`src/rtl/rtc_pkg.sv`:
```
// shared types, character codes and count helpers of the regex token classifier
// no dependencies
package rtc_pkg;

  localparam int unsigned COUNT_MAX = 255;
  localparam int unsigned CNT_W     = $clog2(COUNT_MAX + 1);
  localparam int unsigned POS_MAX   = 255;

  localparam logic [7:0] CH_DOT     = 8'h2E;
  localparam logic [7:0] CH_BSLASH  = 8'h5C;
  localparam logic [7:0] CH_LBRACK  = 8'h5B;
  localparam logic [7:0] CH_RBRACK  = 8'h5D;
  localparam logic [7:0] CH_CARET   = 8'h5E;
  localparam logic [7:0] CH_DASH    = 8'h2D;
  localparam logic [7:0] CH_LO_W    = 8'h77;
  localparam logic [7:0] CH_LO_D    = 8'h64;
  localparam logic [7:0] CH_LO_S    = 8'h73;
  localparam logic [7:0] CH_UP_W    = 8'h57;
  localparam logic [7:0] CH_UP_D    = 8'h44;
  localparam logic [7:0] CH_UP_S    = 8'h53;
  localparam logic [7:0] CH_PRINT_LO = 8'h20;
  localparam logic [7:0] CH_PRINT_HI = 8'h7E;

  typedef logic [CNT_W-1:0] cnt_t;

  typedef struct packed {
    logic [7:0] ch;
    logic       last;
  } in_word_t;

  typedef struct packed {
    logic       lone_char;
    logic       wildcard_res;
    logic       escaped_pair;
    logic       category;
    logic       negated_category;
    logic       closed_bracket;
    logic       negated_class;
    logic       class_valid;
    logic [7:0] item_count;
  } res_t;

  function automatic cnt_t sat_add(input cnt_t x, input logic [1:0] n);
    logic [CNT_W:0] s;
    begin
      s = {1'b0, x} + (CNT_W + 1)'(n);
      if (s > (CNT_W + 1)'(COUNT_MAX)) begin
        sat_add = CNT_W'(COUNT_MAX);
      end else begin
        sat_add = s[CNT_W-1:0];
      end
    end
  endfunction

endpackage

```
`src/rtl/regex_token_classifier.sv`:
```
// regex token classifier: one character word per cycle in, one result per token out
// a last word waits in the input register until the result register is free
// throughput: one word per cycle, set by the single-pass parser, bar such waits
// reset: synchronous active-low rst_n clears token state and both valid registers
// depends on rtc_pkg, rtc_in_stage, rtc_parser, rtc_out_stage
module regex_token_classifier import rtc_pkg::*; (
  input  logic       clk,
  input  logic       rst_n,
  input  logic       in_tvalid,
  output logic       in_tready,
  input  logic [7:0] in_tdata,   // ch
  input  logic       in_tlast,
  output logic       out_tvalid,
  input  logic       out_tready,
  output logic [7:0] out_tdata,  // item_count
  output logic [7:0] out_tuser   // lone_char, wildcard_res, escaped_pair, category,
                                 // negated_category, closed_bracket, negated_class,
                                 // class_valid
);

  in_word_t in_word, s1_word;
  logic     s1_valid, adv, load, free;
  res_t     res, res_q;

  assign in_word.ch   = in_tdata;
  assign in_word.last = in_tlast;

  assign adv  = s1_valid && (!s1_word.last || free);
  assign load = s1_valid && s1_word.last && free;

  rtc_in_stage u_in (
    .clk       (clk),
    .rst_n     (rst_n),
    .in_tvalid (in_tvalid),
    .in_tready (in_tready),
    .in_word   (in_word),
    .adv       (adv),
    .s1_valid  (s1_valid),
    .s1_word   (s1_word)
  );

  rtc_parser u_parse (
    .clk   (clk),
    .rst_n (rst_n),
    .adv   (adv),
    .word  (s1_word),
    .res   (res)
  );

  rtc_out_stage u_out (
    .clk        (clk),
    .rst_n      (rst_n),
    .load       (load),
    .res_in     (res),
    .free       (free),
    .out_tvalid (out_tvalid),
    .out_tready (out_tready),
    .res_out    (res_q)
  );

  assign out_tdata = res_q.item_count;
  assign out_tuser = {res_q.class_valid, res_q.negated_class, res_q.closed_bracket,
                      res_q.negated_category, res_q.category, res_q.escaped_pair,
                      res_q.wildcard_res, res_q.lone_char};

endmodule

```
`src/rtl/rtc_in_stage.sv`:
```
// input register of the regex token classifier
// depends on rtc_pkg
module rtc_in_stage import rtc_pkg::*; (
  input  logic     clk,
  input  logic     rst_n,
  input  logic     in_tvalid,
  output logic     in_tready,
  input  in_word_t in_word,
  input  logic     adv,
  output logic     s1_valid,
  output in_word_t s1_word
);

  logic     valid_r, valid_nxt;
  in_word_t word_r;
  logic     take;

  assign in_tready = !valid_r || adv;
  assign take      = in_tvalid && in_tready;

  always_comb begin
    valid_nxt = valid_r;
    if (take) begin
      valid_nxt = 1'b1;
    end else if (adv) begin
      valid_nxt = 1'b0;
    end
  end

  always_ff @(posedge clk) begin
    if (!rst_n) begin
      valid_r <= 1'b0;
    end else begin
      valid_r <= valid_nxt;
    end
    if (take) begin
      word_r <= in_word;
    end
  end

  assign s1_valid = valid_r;
  assign s1_word  = word_r;

endmodule

```
`src/rtl/rtc_parser.sv`:
```
// token state and classification logic of the regex token classifier
// depends on rtc_pkg
module rtc_parser import rtc_pkg::*; (
  input  logic     clk,
  input  logic     rst_n,
  input  logic     adv,
  input  in_word_t word,
  output res_t     res
);

  logic [7:0] pos_r, pos_nxt;
  logic [7:0] first_r, first_nxt;
  logic [7:0] second_r, second_nxt;
  logic       early_r, early_nxt;
  logic [7:0] pend0_r, pend0_nxt;
  logic [1:0] pcnt_r, pcnt_nxt;
  cnt_t       items_r, items_nxt;
  logic       bad_r, bad_nxt;

  logic [7:0] ch;
  logic       body_act, closing, feed, valid;
  cnt_t       items_fin;
  logic [CNT_W+7:0] items_wide;

  assign ch = word.ch;

  always_comb begin
    first_nxt  = (pos_r == 8'd0) ? ch : first_r;
    second_nxt = (pos_r == 8'd1) ? ch : second_r;
    body_act   = (pos_r != 8'd0) && (first_nxt == CH_LBRACK) && !early_r;
    closing    = body_act && (ch == CH_RBRACK) && word.last;
    early_nxt  = early_r || (body_act && (ch == CH_RBRACK) && !word.last);
    feed       = body_act && (ch != CH_RBRACK) && !((pos_r == 8'd1) && (ch == CH_CARET));

    pend0_nxt = pend0_r;
    pcnt_nxt  = pcnt_r;
    items_nxt = items_r;
    bad_nxt   = bad_r;
    if (feed) begin
      case (pcnt_r)
        2'd0: begin
          pend0_nxt = ch;
          pcnt_nxt  = 2'd1;
        end
        2'd1: begin
          if (ch == CH_DASH) begin
            pcnt_nxt = 2'd2;
          end else if (pend0_r == CH_BSLASH) begin
            items_nxt = sat_add(items_r, 2'd1);
            pcnt_nxt  = 2'd0;
          end else begin
            items_nxt = sat_add(items_r, 2'd1);
            pend0_nxt = ch;
          end
        end
        default: begin
          if (pend0_r <= ch) begin
            items_nxt = sat_add(items_r, 2'd1);
          end else begin
            bad_nxt = 1'b1;
          end
          pcnt_nxt = 2'd0;
        end
      endcase
    end

    // flush of an undecided item start at the closing bracket
    items_fin = items_nxt;
    if (pcnt_r == 2'd1) begin
      items_fin = sat_add(items_nxt, 2'd1);
    end else if (pcnt_r == 2'd2) begin
      items_fin = sat_add(items_nxt, (pend0_r != CH_BSLASH) ? 2'd2 : 2'd1);
    end

    if (pos_r < 8'(POS_MAX)) begin
      pos_nxt = pos_r + 8'd1;
    end else begin
      pos_nxt = pos_r;
    end
  end

  assign valid      = closing && !bad_nxt && (items_fin != '0);
  assign items_wide = (CNT_W + 8)'(items_fin);

  always_comb begin
    res.lone_char = (pos_r == 8'd0) && (ch >= CH_PRINT_LO) && (ch <= CH_PRINT_HI)
                    && (ch != CH_BSLASH) && (ch != CH_LBRACK);
    res.wildcard_res     = res.lone_char && (ch == CH_DOT);
    res.escaped_pair     = (pos_r == 8'd1) && (first_r == CH_BSLASH);
    res.category         = res.escaped_pair
                           && ((ch == CH_LO_W) || (ch == CH_LO_D) || (ch == CH_LO_S));
    res.negated_category = res.escaped_pair
                           && ((ch == CH_UP_W) || (ch == CH_UP_D) || (ch == CH_UP_S));
    res.closed_bracket   = closing;
    res.negated_class    = closing && (second_nxt == CH_CARET);
    res.class_valid      = valid;
    if (!valid) begin
      res.item_count = 8'd0;
    end else if (items_wide > (CNT_W + 8)'(255)) begin
      res.item_count = 8'hFF;
    end else begin
      res.item_count = items_wide[7:0];
    end
  end

  always_ff @(posedge clk) begin
    if (!rst_n) begin
      pos_r    <= '0;
      first_r  <= '0;
      second_r <= '0;
      early_r  <= 1'b0;
      pcnt_r   <= '0;
      items_r  <= '0;
      bad_r    <= 1'b0;
    end else if (adv) begin
      if (word.last) begin
        pos_r    <= '0;
        first_r  <= '0;
        second_r <= '0;
        early_r  <= 1'b0;
        pcnt_r   <= '0;
        items_r  <= '0;
        bad_r    <= 1'b0;
      end else begin
        pos_r    <= pos_nxt;
        first_r  <= first_nxt;
        second_r <= second_nxt;
        early_r  <= early_nxt;
        pcnt_r   <= pcnt_nxt;
        items_r  <= items_nxt;
        bad_r    <= bad_nxt;
      end
    end
    if (adv && !word.last) begin
      pend0_r <= pend0_nxt;
    end
  end

endmodule

```
`src/rtl/rtc_out_stage.sv`:
```
// result register of the regex token classifier
// depends on rtc_pkg
module rtc_out_stage import rtc_pkg::*; (
  input  logic clk,
  input  logic rst_n,
  input  logic load,
  input  res_t res_in,
  output logic free,
  output logic out_tvalid,
  input  logic out_tready,
  output res_t res_out
);

  logic valid_r, valid_nxt;
  res_t res_r;

  always_comb begin
    valid_nxt = valid_r;
    if (load) begin
      valid_nxt = 1'b1;
    end else if (out_tready) begin
      valid_nxt = 1'b0;
    end
  end

  always_ff @(posedge clk) begin
    if (!rst_n) begin
      valid_r <= 1'b0;
    end else begin
      valid_r <= valid_nxt;
    end
    if (load) begin
      res_r <= res_in;
    end
  end

  assign free       = !valid_r || out_tready;
  assign out_tvalid = valid_r;
  assign res_out    = res_r;

endmodule

```
`config.mk`:
```
export PLATFORM = sky130hd
export DESIGN_NAME = regex_token_classifier
export DESIGN_NICKNAME = d
export VERILOG_FILES = /design/src/rtl/rtc_pkg.sv /design/src/rtl/regex_token_classifier.sv /design/src/rtl/rtc_in_stage.sv /design/src/rtl/rtc_parser.sv /design/src/rtl/rtc_out_stage.sv
export SDC_FILE = /design/constraint.sdc
export NUM_CORES = 1
export LEC_CHECK = 0
export ABC_CLOCK_PERIOD_IN_PS = 12420
export BUFFER_PORTS_ARGS = -buffer_cell sky130_fd_sc_hd__buf_2
export CORE_ASPECT_RATIO = 1.4
export CORE_MARGIN = 2
export CORE_UTILIZATION = 35
export CTS_BUF_LIST = sky130_fd_sc_hd__clkbuf_4 sky130_fd_sc_hd__clkbuf_8
export CTS_CLUSTER_DIAMETER = 50
export DETAILED_ROUTE_END_ITERATION = 10
export HOLD_SLACK_MARGIN = 0.08
export PLACE_DENSITY_LB_ADDON = 0.2
export SLEW_MARGIN = 20
export SYNTH_ARGS = -nofsm -noshare
export SYNTH_HDL_FRONTEND = slang
export SYNTH_SLANG_ARGS = --single-unit
```
`constraint.sdc`:
```
create_clock -name clk -period 12.42 [get_ports clk]
set_input_delay 0 -clock clk [delete_from_list [all_inputs] [get_ports clk]]
set_output_delay 0 -clock clk [all_outputs]
set_load 0.05 [all_outputs]
```
======== Word level (Yosys, flattened, before mapping) ========
Index checks and enable logic that the tools add are counted.
word-level totals
  register bits after elaboration ......... 71
  input bits .............................. 13
  output and inout bits ................... 18
  word-level logic and storage cells ...... 143
cells by class
  add/subtract/negate cells ............... 4
  magnitude comparators ................... 8
  equality and inequality tests ........... 24
  muxes and demuxes ....................... 35
  reductions and logical operators ........ 51
operators by type and width
  cell                                                                               number
  8-bit two-way mux                                                                  18
  8-bit by 7-bit equality test with 1-bit output (second input constant)             12
  8-bit by 7-bit inequality test with 1-bit output (second input constant)           4
  8-bit case mux with 2 select lines                                                 2
  9-bit by 8-bit > comparator with 1-bit output (second input constant)              3
  1-bit logical AND                                                                  24
  8-bit by 1-bit adder with 9-bit output (second input constant)                     2
  8-bit by 6-bit equality test with 1-bit output (second input constant)             2
  8-bit nonzero test                                                                 2
  2-bit two-way mux                                                                  5
  2-bit nonzero test                                                                 5
  8-bit by 2-bit adder with 9-bit output                                             1
  1-bit two-way mux                                                                  9
  8-bit by 1-bit adder with 8-bit output (second input constant)                     1
  8-bit by 1-bit equality test with 1-bit output (second input constant)             1
  8-bit by 6-bit >= comparator with 1-bit output (second input constant)             1
  8-bit > comparator (second input constant)                                         1
  8-bit by 7-bit less-or-equal comparator with 1-bit output (second input constant)  1
  8-bit less-or-equal comparator                                                     1
  8-bit logical NOT                                                                  1
  1-bit logical OR                                                                   8
  8-bit less-than comparator (second input constant)                                 1
  1-bit logical NOT                                                                  6
  5-bit AND reduction                                                                1
  9 further kinds                                                                    10

======== Logic depth before layout (Yosys ltp) ========
Gate-level depths: netlist of the first run.
  depth in word-level cells ............... 15
  depth in mapped cells ................... 20
  mapped depth without buffers ............ 18

======== Modules after synthesis ========
A second synthesis of the first run with hierarchy kept.
unflattened totals
  cells, all modules ...................... 436
  area total of the unflattened synthesis .. 4237.8 um2
modules (own cells, without submodules)
  module                  instances  cells each  area each (um2)  seq. area each (um2)
  rtc_parser              1          399         3362.0           960.9
  rtc_out_stage           1          20          529.3            500.5
  rtc_in_stage            1          14          327.8            290.3
  regex_token_classifier  1          3           18.8             0.0

======== Worst setup path before layout of the first run ========
No wires, ideal clock.
  path type ............................... reg2reg
  from .................................... reg u_in.word_r, in the netlist u_in.s1_word[2]
  to ...................................... reg u_out.res_r, in the netlist u_out.res_out[8] (data pin)
  setup time .............................. 0.160 ns
  data arrival time ....................... 3.871 ns
  data required time ...................... 12.260 ns
  path slack .............................. 8.388 ns
  cell stages (with the launch flop) ...... 21
  buffers on the path ..................... 2
  cells stage by stage .................... edfxtp_1 > buf_2 > inv_1 > ha_1 > nor2b_1 > o211ai_1 > a211oi_1 > nor3_1 > buf_2 > a21oi_1 > a21oi_1 > inv_1 > ha_1 > fa_1 > and2_1 > a21oi_1 > nor2_1 > and3_1 > a211oi_1 > nor2_1 > a41oi_1
RTL lines
  what                      RTL line             RTL
  start: declaration        rtc_in_stage.sv:15   in_word_t word_r;
  start signal: assignment  rtc_in_stage.sv:37   word_r <= in_word;
  end signal: assignment    rtc_out_stage.sv:33  res_r <= res_in;
  end: declaration          rtc_out_stage.sv:15  res_t res_r;

==> impl_metrics.py, run 1 <==
metrics = {
    "timing": {
        "clock_skew_ps": 13.2,
        "final-setup-viol-count": 0,
        "fmax_ghz": 0.219,
        "rsz0062_at_grt": "no",
        "fin_crit_sh": 0.368,
        "worst_pin_slew_ps": 787,
        "whs_ps": 143,
        "hold_violations": 0,
        "max-slew-margin-rel": 0.475,
        "tns_ps": 0,
        "slew_violations": 0,
        "fin_crit_ps": 4560,
    },
    "global_route": {
        "grt_pass1_vias": 3383,
        "antenna_found_initial": 0,
        "grt_pass1_wl_mm": 16.7,
        "grt_max_degree": 33,
        "grt_overflow_total": 0,
        "grtUsageTotal": 0.173,
    },
    "floorplanning": {
        "die_w_um": 95.1,
        "design.core.area_um2": 11300,
        "start_util": 0.359,
        "rows": 46,
        "die_h_um": 132,
        "dieArea_um2": 12500,
        "boundaryPins": 31,
    },
    "cells_and_area": {
        "diodes": 0,
        "stdcell_count": 628,
        "final_cell_mix": "nor2_1 (38), dfxtp_1 (38), nand2_1 (33), edfxtp_1 (33), nor2b_1 (31)",
        "area_growth_pct": 14.6,
        "num-nets-final": 510,
        "drive_gt1_frac": 0.116,
    },
    "critical_path": {
        "arrival_ps": 4760,
        "crit_chain": "inv_1 -> ha_1 -> nor2b_1 -> o211ai_1 -> a211oi_1 -> nor3_1 -> buf_4 -> a21oi_1 -> inv_1 -> ha_1 -> fa_1 -> and2_1 -> a21oi_1 -> nor2_1 -> and3_1 -> a211oi_1 -> nor2_1 -> a41oi_1",
        "slowest_stage": "edfxtp_1",
        "rrSetupSlack_ps": 7860,
        "crit_type": "reg2reg",
        "end_kind": "flip-flop",
        "slowest_delay_ps": 580,
        "reg2regPathDepth": 18,
        "r2r_end": "u_out.res_out[8]$_DFFE_PP_",
        "start_kind": "flip-flop",
        "path_max_fanout": 12,
        "worstReg2RegStart": "u_in.s1_word[2]$_DFFE_PP_",
        "required_ps": 12610,
    },
    "min_path": {
        "worstHoldStart": "rst_n",
        "hold-path-cell-count": 2,
        "hold_class": "in2reg",
        "min_to": "u_out.out_tvalid$_SDFFE_PN0P_",
    },
    "power_and_ir_drop": {
        "p_leak_uw": 0.00165,
        "swShare": 0.279,
        "p_seq_frac": 0.541,
        "peakVddDrop_mv": 0.0528,
        "p_per_area_nw_per_um2": 101,
        "pwr-share-clk": 0.397,
        "combPwrFrac": 0.062,
        "p_int_uw": 339,
        "p_switching_uw": 131,
    },
    "detailed_routing": {
        "vias_per_cell": 5.47,
        "drc_errors": 0,
        "first_pass_iters": 4,
        "ant_nets": 0,
        "totalWireLength_mm": 10.4,
        "route.vias.total": 3434,
        "wl_per_cell_um": 16.5,
        "drtIter0Drc": 171,
    },
    "logic_synthesis": {
        "synth_top_flop_cell": "dfxtp_1",
        "synth.area.top_cells": "edfxtp_1 (24%), dfxtp_1 (19%), ha_1 (5.2%)",
        "async_flop_share": 0,
        "synth_nets": 472,
        "synthDominantCellAreaShare": 0.244,
        "synth_warnings": 0,
        "synth_cells": 441,
        "syn-mean-instance-area_um2": 9.22,
        "synth-edff-count": 33,
        "netlist_area_um2": 4070,
        "ys_seq_area_frac": 0.431,
        "yosysTopAreaCell": "edfxtp_1",
        "ys_ff_latch": 71,
        "ys_types": 59,
    },
    "clocking": {
        "htreeDepth": 3,
        "cts_tree": "built",
        "numCtsBuffers": 9,
        "clock_latency_ps": 370,
        "clock_path_buffers": 2,
        "cts.clk_slew.worst_paths_ps": 100,
        "cts-root-buf": "clkbuf_8",
        "ctsResizeCount": 0,
        "cts_setup_buffers": 0,
        "clock_sinks": 71,
    },
    "placed_design": {
        "portBuffers": 30,
        "place_congestion": 0.905,
        "hpwlAfterDp_mm": 7.59,
        "placed_cells": 600,
    },
    "run_status": {
        "status": "completed",
    },
    "run": {
        "maxCapViolCount": 0,
    },
}
[logic make-up (layout without fill, tap and decap cells)]
kind of cell    count (synthesis)  after routing  share of synthesized area
xor+xnor                        9              9                     0.0194
fa+ha+maj                      18             18                     0.0572
simple gates                  196            196                      0.270
compound gates                101            101                      0.166
mux                             8              8                     0.0203
buf+inv                        38             81                     0.0369
flops                          71             71                      0.431
[layout make-up]
cell class                 count  area [µm²]
clock buffer                   9         124
clock inverter                 7        73.8
fill                        1100        6680
inverter                      20        75.1
multi-input combinational    332        2160
sequential                    71        1750
tap                          144         180
timing repair buffer          45         293
[state kept, by name (all words and copies together) (netlist names)]
signal            cells
u_out.out_tvalid      1
u_parse.second_r      8
u_parse.early_r       1
u_parse.first_r       8
u_parse.items_r       8
u_parse.pcnt_r        2
u_out.res_out        16
u_parse.bad_r         1
u_in.s1_word          9
u_parse.pos_r         8
u_in.s1_valid         1
u_parse.pend0_r       8
[critical path: cells and delay by family, from the launching register on]
| kind | cells | cell delay (ps) |
|---|---|---|
| flops | 1 | 580 |
| buf+inv | 3 | 480 |
| compound gates | 6 | 1560 |
| fa+ha+maj | 3 | 950 |
| simple gates | 6 | 800 |
[stage by stage]
step / power [µW] / utilization / area, µm² / worst slack (ps)
final: 471 / 0.411 / 4660 / 7860
after global routing: 491 / 0.411 / 4660 / 7460
after CTS: 476 / 0.411 / 4660 / 7880
after detailed placement: 287 / 0.383 / 4340 / 7930
after global placement: 286 / 0.383 / 4340 / 8050
after floorplan: 277 / - / 4070 / 8390
[Yosys cell counts (all sizes together) (13+ instances only)]
master / number
nand2: 33
nand3: 18
inv: 20
o21ai: 15
a22oi: 19
edfxtp: 33
a21oi: 22
and2: 13
ha: 17
nor2b: 31
dfxtp: 38
nor2: 38
[layer usage]
layer	part of all wire	wire (µm)	track usage	vias up
met5	0	0	0	-
met4	0.033	341	0.0870	0
met3	0.026	267	0.0275	22
met2	0.52	5440	0.305	64
met1	0.42	4330	0.196	1644
li1	-	-	-	1704
[power groups by stage]
stage | logic (µW) | registers (µW) | clock network (µW)
2_1_floorplan | 15.6 | 261 | 0
3_3_place_gp | 26.2 | 260 | 0
3_5_place_dp | 26.5 | 260 | 0
4_1_cts | 29.4 | 255 | 192
5_1_grt | 32.0 | 256 | 203
6_report | 29.1 | 255 | 187
[timing repair]
item | CTS | global route
hold endpoints to repair | 11 | 0
hold buffers | 12 | 0
setup endpoints to repair | 0 | 0
[worst max path at each step]
stage | startpoint | end | slack (ps) | cells after the start
finish | u_in.s1_word[2]$_DFFE_PP_ | u_out.res_out[8]$_DFFE_PP_ | 7860 | 18
global route | u_in.s1_word[6]$_DFFE_PP_ | u_out.res_out[8]$_DFFE_PP_ | 7460 | 19
CTS | u_in.s1_word[2]$_DFFE_PP_ | u_out.res_out[8]$_DFFE_PP_ | 7880 | 18
detailed placement | u_in.s1_word[2]$_DFFE_PP_ | u_out.res_out[8]$_DFFE_PP_ | 7930 | 18
global placement | u_in.s1_word[2]$_DFFE_PP_ | u_out.res_out[8]$_DFFE_PP_ | 8050 | 18
floorplan | u_in.s1_word[2]$_DFFE_PP_ | u_out.res_out[8]$_DFFE_PP_ | 8390 | 20
(Power assumes the default switching activity.)
==> inputs of run 2 (changes only) <==
ABC_AREA = 1   (was not set)
ABC_CLOCK_PERIOD_IN_PS = 3800   (was 12420)
clock period = 3.8 ns   (was 12.42 ns; I/O delays follow)
==> impl_metrics.py, run 2 <==
metrics = {
    "placed_design": {
        "place_congestion": 0.926,
        "hpwlAfterDp_mm": 9.49,
        "dpl_cell_area_um2": 5130,
        "portBuffers": 30,
        "placed_cells": 865,
    },
    "global_route": {
        "antenna_found_initial": 0,
        "grtUsageTotal": 0.185,
        "grt_max_degree": 32,
        "grt_overflow_total": 0,
        "grt_pass1_vias": 4232,
        "grt_pass1_wl_mm": 20.5,
    },
    "floorplanning": {
        "start_util": 0.357,
        "design.core.area_um2": 12800,
        "die_h_um": 139,
        "rows": 49,
        "dieArea_um2": 14000,
        "boundaryPins": 31,
        "die_w_um": 101,
    },
    "timing": {
        "whs_ps": 332,
        "fin_crit_ps": 3640,
        "final-setup-viol-count": 0,
        "fin_crit_sh": 0.958,
        "max-slew-margin-rel": 0.329,
        "worst_pin_slew_ps": 1010,
        "slew_violations": 0,
        "fmax_ghz": 0.275,
        "rsz0062_at_grt": "yes",
        "clock_skew_ps": 19.5,
        "hold_violations": 0,
    },
    "logic_synthesis": {
        "yosysTopAreaCell": "edfxtp_1",
        "synthAdderAreaFrac": 0.0509,
        "synth_nets": 688,
        "syn-mean-instance-area_um2": 6.95,
        "synth.area.top_cells": "edfxtp_1 (22%), nand2_1 (17%), dfxtp_1 (17%)",
        "synthXorXnorAreaFrac": 0.0134,
        "ys_seq_area_frac": 0.383,
        "async_flop_share": 0,
        "synthMuxAreaShare": 0,
        "synth_warnings": 0,
        "yosysMostFrequentCell": "nand2_1",
        "synthSimpleGateAreaFrac": 0.362,
        "synthTopCellsByCount": "nand2_1 (209), inv_1 (79), nor2_1 (65), a21oi_1 (44), nand3_1 (43)",
        "netlist_area_um2": 4570,
        "synthDominantCellAreaShare": 0.217,
        "synth_cells": 657,
        "synth_compound_area_frac": 0.104,
        "synth_top_family_by_area": "simple AND/OR/NAND/NOR gates",
        "synth_top_flop_cell": "dfxtp_1",
        "ys_types": 41,
        "synth-edff-count": 33,
        "ys_ff_latch": 71,
    },
    "cells_and_area": {
        "largest_reg_flops": 16,
        "final_cell_mix": "nand2_1 (201), inv_1 (73), nor2_1 (60)",
        "stdcell_area_um2": 5620,
        "stdcell_count": 900,
        "num-nets-final": 773,
        "final_core_util": 0.438,
        "drive_gt1_frac": 0.201,
        "final_common_cell": "nand2_1",
        "area_growth_pct": 22.9,
        "diodes": 0,
    },
    "detailed_routing": {
        "wl_met1_mm": 5.61,
        "wl_met2_mm": 6.07,
        "totalWireLength_mm": 12.5,
        "drc_errors": 0,
        "vias_per_cell": 4.99,
        "top_layer_used": "met4",
        "route.vias.total": 4491,
        "dr_wl_met3_um": 522,
        "ant_nets": 0,
        "wl_per_cell_um": 13.9,
        "first_pass_iters": 5,
        "drtIter0Drc": 264,
    },
    "power_and_ir_drop": {
        "peakVddDrop_mv": 0.165,
        "p_per_area_nw_per_um2": 290,
        "p_leak_uw": 0.00240,
    },
    "critical_path": {
        "start_kind": "flip-flop",
        "end_kind": "flip-flop",
        "path_max_fanout": 8,
        "crit_type": "reg2reg",
        "cp_common_cell": "nand2_1",
        "arrival_ps": 3750,
        "required_ps": 3910,
        "slowest_stage": "fa_2",
        "slowest_delay_ps": 430,
    },
    "clocking": {
        "htreeDepth": 3,
        "cts_tree": "built",
        "clock_path_buffers": 2,
        "cts.clk_slew.worst_paths_ps": 90,
        "numCtsBuffers": 9,
        "cts-root-buf": "clkbuf_8",
        "clock_latency_ps": 370,
        "clock_sinks": 71,
    },
    "min_path": {
        "hold_class": "in2reg",
    },
    "run": {
        "maxCapViolCount": 0,
    },
    "run_status": {
        "status": "completed",
    },
}
[run 2: final timing paths]
kind                                         start                               end  depth (start not counted)  slack (ps)
setup / recovery         u_in.s1_word[8]$_DFFE_PP_    u_out.res_out[3]$_SDFFCE_PN0P_                         25         160
hold / removal                         in_tdata[0]         u_in.s1_word[1]$_DFFE_PP_                          2         330
setup reg to reg         u_in.s1_word[8]$_DFFE_PP_    u_out.res_out[3]$_SDFFCE_PN0P_                         25         160
hold reg to reg   u_parse.second_r[7]$_SDFFE_PN0P_  u_parse.second_r[7]$_SDFFE_PN0P_                          2         470
[run 2: metal layers]
metal | track usage | vias to the layer above
met3 | 0.0328 | 22
met2 | 0.300 | 127
met5 | 0 | -
met4 | 0.0800 | 0
met1 | 0.238 | 2042
li1 | - | 2300
[run 2: worst max-delay path, delay by kind of cell (launching register included)]
| kind | cells | cell delay (ps) |
|---|---|---|
| and+or+nand+nor | 16 | 1340 |
| adders and majority gates | 3 | 810 |
| AOI/OAI and AO/OA | 4 | 620 |
| DFF | 1 | 410 |
| buffers and inverters | 2 | 190 |
[run 2: logic make-up (layout without fill, tap and decap cells)]
| family | Yosys count | count (layout) |
|---|---|---|
| xor+xnor | 7 | 7 |
| simple gates | 375 | 375 |
| flops | 71 | 71 |
| compound gates | 85 | 85 |
| fa+ha+maj | 18 | 18 |
| buf+inv | 101 | 191 |
[run 2: power by group]
| part | leakage, µW | switching, µW | total (µW) | internal (µW) |
|---|---|---|---|---|
| logic | 0.00168 | 114 | 175 | 61.2 |
| clock network | 0.000100 | 316 | 630 | 314 |
| registers | 0.000617 | 8.30 | 822 | 813 |
[run 2: cell type report]
cell class	instances	area, µm²
repair buffers	86	603
multi-input cells	485	2540
inverters	89	334
flip-flops and latches	71	1750
clock inverters	6	68.8
clock buffers	10	131
fillers	1287	7200
well taps	153	191
[run 2: what timing repair did]
action	CTS	global route
hold buffers	13	0
endpoints found under the setup margin	8	8
pin swaps	4	27
buffers inserted	3	3
hold endpoints to repair	14	0
resized for setup	4	29
[run 2: stage by stage]
stage | setup slack, ps | TNS, ps | power, µW
final | 161 | 0 | 1630
after global routing | -134 | -874 | 1690
after CTS | 9.14 | 0 | 1640
after detailed placement | -48.8 | -288 | 996
after global placement | 53.2 | 0 | 996
after floorplan | 196 | 0 | 939
